[config.mk]
export PLATFORM = sky130hd
export DESIGN_NAME = bsffa_cell
export DESIGN_NICKNAME = d
export VERILOG_FILES = /design/src/design/bsffa_pkg.sv /design/src/design/bsffa_cell.sv
export SDC_FILE = /design/constraint.sdc
export NUM_CORES = 1
export LEC_CHECK = 0
export ABC_AREA = 1
export BUFFER_PORTS_ARGS = -buffer_cell sky130_fd_sc_hd__buf_2
export CORE_MARGIN = 5
export CORE_UTILIZATION = 55
export CTS_CLUSTER_SIZE = 24
export DETAILED_ROUTE_END_ITERATION = 16
export GPL_TIMING_DRIVEN = 0
export PLACE_DENSITY_LB_ADDON = 0.05
export SKIP_CTS_REPAIR_TIMING = 1
export SYNTH_ARGS = -nofsm -noshare
export SYNTH_HDL_FRONTEND = slang
export SYNTH_SLANG_ARGS = --single-unit
[constraint.sdc]
create_clock -name i_clk -period 5.2 [get_ports i_clk]
set_clock_uncertainty 0.05 [all_clocks]
set_input_delay 0.26 -clock i_clk [delete_from_list [all_inputs] [get_ports i_clk]]
set_output_delay 0.26 -clock i_clk [all_outputs]
set_load 0.03 [all_outputs]
[src/design/bsffa_pkg.sv]
// ----------------------------------------------------------------------------
// bsffa_pkg
// Shared types and constants for the first-fit buffer slot allocator.
// ----------------------------------------------------------------------------
package bsffa_pkg;

    // Default sizing of the slot table and of the node index space.
    localparam int unsigned MAX_SLOTS_DEF = 64;
    localparam int unsigned MAX_NODES_DEF = 4096;

    // Fixed field widths of the request and response.
    localparam int unsigned IDX_W      = 12;
    localparam int unsigned NEED_W     = 32;
    localparam int unsigned SLOT_OUT_W = 6;
    localparam int unsigned CNT_OUT_W  = 7;

    // One live range presented for allocation.
    typedef struct packed {
        logic              start_graph;
        logic [IDX_W-1:0]  birth_index;
        logic [IDX_W-1:0]  death_index;
        logic [NEED_W-1:0] need_elements;
    } t_req;

    // Allocation result for one live range.
    typedef struct packed {
        logic [SLOT_OUT_W-1:0] slot_index;
        logic                  reused;
        logic [CNT_OUT_W-1:0]  slots_in_use;
        logic                  overflow;
    } t_rsp;

    // Command broadcast from the control to every slot cell.
    typedef struct packed {
        logic              exec;
        logic              append;
        logic [IDX_W-1:0]  birth;
        logic [IDX_W-1:0]  death;
        logic [NEED_W-1:0] need;
    } t_cell_cmd;

endpackage

[src/design/bsffa_cell.sv]
// ----------------------------------------------------------------------------
// bsffa_cell
// One slot of the table: holds its free-after index and capacity, checks
// the current range, and takes part in the first-fit claim chain.
// ----------------------------------------------------------------------------
module bsffa_cell import bsffa_pkg::*; #(
    parameter int unsigned IDX    = 0,
    parameter int unsigned SLOT_W = 6,
    parameter int unsigned CNT_W  = 7
) (
    input  logic              i_clk,
    input  t_cell_cmd         i_cmd,
    input  logic [CNT_W-1:0]  i_count,
    input  logic              i_claim,
    input  logic [SLOT_W-1:0] i_pick,
    output logic              o_claim,
    output logic [SLOT_W-1:0] o_pick
);

    logic [IDX_W-1:0]  r_free_after;
    logic [NEED_W-1:0] r_capacity;

    logic in_use;
    logic hit;
    logic win;
    logic append_here;

    // The slot fits when it is allocated, already free and large enough.
    assign in_use      = i_count > CNT_W'(IDX);
    assign hit         = in_use && (r_free_after < i_cmd.birth)
                         && (r_capacity >= i_cmd.need);
    assign win         = hit && !i_claim;
    assign append_here = i_cmd.append && (i_count == CNT_W'(IDX));

    // Pass the claim and the winning index on to the next cell.
    assign o_claim = i_claim | hit;
    assign o_pick  = i_pick | (win ? SLOT_W'(IDX) : '0);

    // Update the slot when it wins or when a new slot is appended here.
    always_ff @(posedge i_clk) begin
        if (i_cmd.exec && (win || append_here)) begin
            r_free_after <= i_cmd.death;
            if (win) begin
                r_capacity <= (i_cmd.need > r_capacity) ? i_cmd.need : r_capacity;
            end else begin
                r_capacity <= i_cmd.need;
            end
        end
    end

endmodule

==> results.ini <==
[run_status]
status = finished clean

[yosys]
yosysWarnings = 0
synth.distinct_cells = 23
netlist_instances = 250
syn-num-nets = 366
ys_seq_elements = 44
syn_area_um2 = 2630
netlist.area_leader.share_pct = 50.3
yosysTopAreaCell = edfxtp_1
ys_seq_area_share_pct = 50.3
syn_avg_cell_area_um2 = 10.5
synth_area_leaders = edfxtp_1 (50%), ha_1 (20%), inv_1 (7.9%)

[detailed_routing]
initialDrtViolationCount = 55
remaining_drc_errors = 0
dr.pass1.iters = 4
via_count = 1800
wl_per_cell_um = 11.4
routed_via_density = 4.68
drt_wl_total_um = 4380
ant_nets = 0

[pwr]
power_leakage_nw = 1.60
peakVddDrop_mv = 0.115
p_per_area_nw_per_um2 = 219

[clock_tree]
path_clk_slew_ns = 0.09
cts_buffers = 5
clock-sinks = 44
clock-root-buffer = clkbuf_8
clockBufferDepth = 2
cts_max_level = 2
tritoncts = done
clk_latency_ns = 0.30

[global_route]
grt_usage_pct = 15.0
antenna_found_initial = 0
grt_pass1_wl_um = 7330
grt_max_degree = 33
grt_pass1_vias = 1709
grt-ovfl-total = 0

[hold_path]
hold_depth = 1
hold_class = input pin to flop

[setup_path]
critPathCapture = r_capacity[25]
rrSetupSlack_ns = 2.32
r2r_cells = 12
path_cells = inv_1 -> ha_1 -> nand2_1 -> nor2_1 -> nand2_2 -> nor4_4 -> nand2_1 -> nand2_2 -> nand2_2 -> nand3_2 -> nand3_1 -> inv_1
cp_slowest_stage_delay_ns = 0.89
rr_endpoint = r_capacity[25]
rr_startpoint = r_capacity[27]
cp-end-kind = flop
crit_fanout = 32
critPathRequiredTime_ns = 5.06
slowest_stage = inv_1
startpoint = r_capacity[27]
worstPathArrival_ns = 2.73
worstSetupPathType = flop to flop
crit_path_frequent_cell = nand2_2
start_kind = flop

[place]
port_buffers = 73
placedCellCount = 377
place_area_um2 = 3060
globalplace.congestion = 0.749
pre_cts_slack_ns = 2.27
post-dp-hpwl_um = 3600

[die]
start_util_pct = 56.0
die_w_um = 79.1
pin_count = 80
die-area_um2 = 6260
coreArea_um2 = 4690
rows = 25
die_height_um = 79.1

[sta]
rsz0062_at_grt = false
finalHoldViolations = 0
fin_crit_ns = 2.88
max_slew_margin_pct = 17.1
maxSlewViolCount = 0
setup_viol = 0
fin_setup_tns_ns = 0
tightest_slew_ns = 1.24
layout_setup_ws_ns = 2.32
fmax_mhz = 348
fin_crit_sh_pct = 55.3

[final_layout]
syn2layout_area_growth_pct = 19.6
final_common_cell = buf_2
drive_above_1_share_pct = 30.8
final_cell_mix = buf_2 (73), inv_1 (55), edfxtp_1 (44)
n_fill_cell = 386
design_area_um2 = 3140
antennaDiodeCount = 0
fin_nets = 446
layout.cells.non_filler = 385

[flow_run]
maxCapViolCount = 0

==> area by class of cell <==
cell class                      instances  area [µm²]  area share [%]
Tap cell                               54        67.6            2.15
Buffer                                  6        45.0            1.43
Inverter                               56         210            6.69
Timing Repair Buffer                   73         365            11.6
Clock inverter                          3        13.8           0.438
Multi-Input combinational cell        144        1050            33.4
Clock buffer                            5        68.8            2.19
Sequential cell                        44        1320            42.0
==> where the power goes <==
group	internal, mW	switching (mW)	total (mW)
clock	0.0913	0.112	0.203
sequential	0.393	0.000763	0.394
combinational	0.0426	0.0471	0.0897
==> cells in the mapped netlist, drive strengths merged <==
| cell | n |
|---|---|
| inv | 56 |
| nand2 | 46 |
| edfxtp | 44 |
| ha | 43 |
| a21oi | 19 |
| nor2 | 15 |
| nand3 | 8 |
| o21ai | 7 |
| buf | 6 |
| nor4 | 2 |
| a21o | 1 |
| nand3b | 1 |
| nand4 | 1 |
| nor3 | 1 |
==> sequential cells by signal, indices dropped and copies added, names as in the netlist <==
name / count
r_free_after: 12
r_capacity: 32
==> per-stage QoR <==
stage,hold WS (ns),util (%),power (mW)
2_1_floorplan,0.309,-,0.453
3_3_place_gp,0.388,65.2,0.490
3_5_place_dp,0.389,65.2,0.493
4_1_cts,0.0734,67.0,0.698
5_1_grt,0.0570,67.0,0.732
6_report,0.0824,67.0,0.687
==> critical path: cells and delay by family, from the launching register on <==
family,cells,cell delay (ns)
adder cells (fa/ha/maj),1,0.27
buffers and inverters,2,0.93
flip-flops,1,0.33
AND/OR/NAND/NOR,9,0.87
==> cell families after synthesis <==
logic type / synth area share, %
AO/OA/AOI/OAI: 5.38
adder cells (fa/ha/maj): 20.5
buffers and inverters: 9.71
flip-flops: 50.3
AND/OR/NAND/NOR: 14.1
==> routing by layer <==
layer / vias up / part of all wire [%] / global-route usage [%]
li1: 987 / - / -
met1: 754 / 45 / 18.8
met2: 53 / 46 / 24.7
met3: 6 / 7.5 / 4.99
met4: 0 / 1.2 / 4.64
met5: - / 0 / 0
==> worst min-delay path by stage <==
stage	to	slack, ns	startpoint
3_3_place_gp	r_free_after[7]	0.39	i_cmd[39]
2_1_floorplan	r_capacity[0]	0.31	i_cmd[0]
3_5_place_dp	r_free_after[11]	0.39	i_cmd[43]
4_1_cts	r_free_after[0]	0.07	i_cmd[32]
5_1_grt	r_free_after[0]	0.06	i_cmd[32]
6_report	r_free_after[0]	0.08	i_cmd[32]
(Power assumes the default switching activity.)
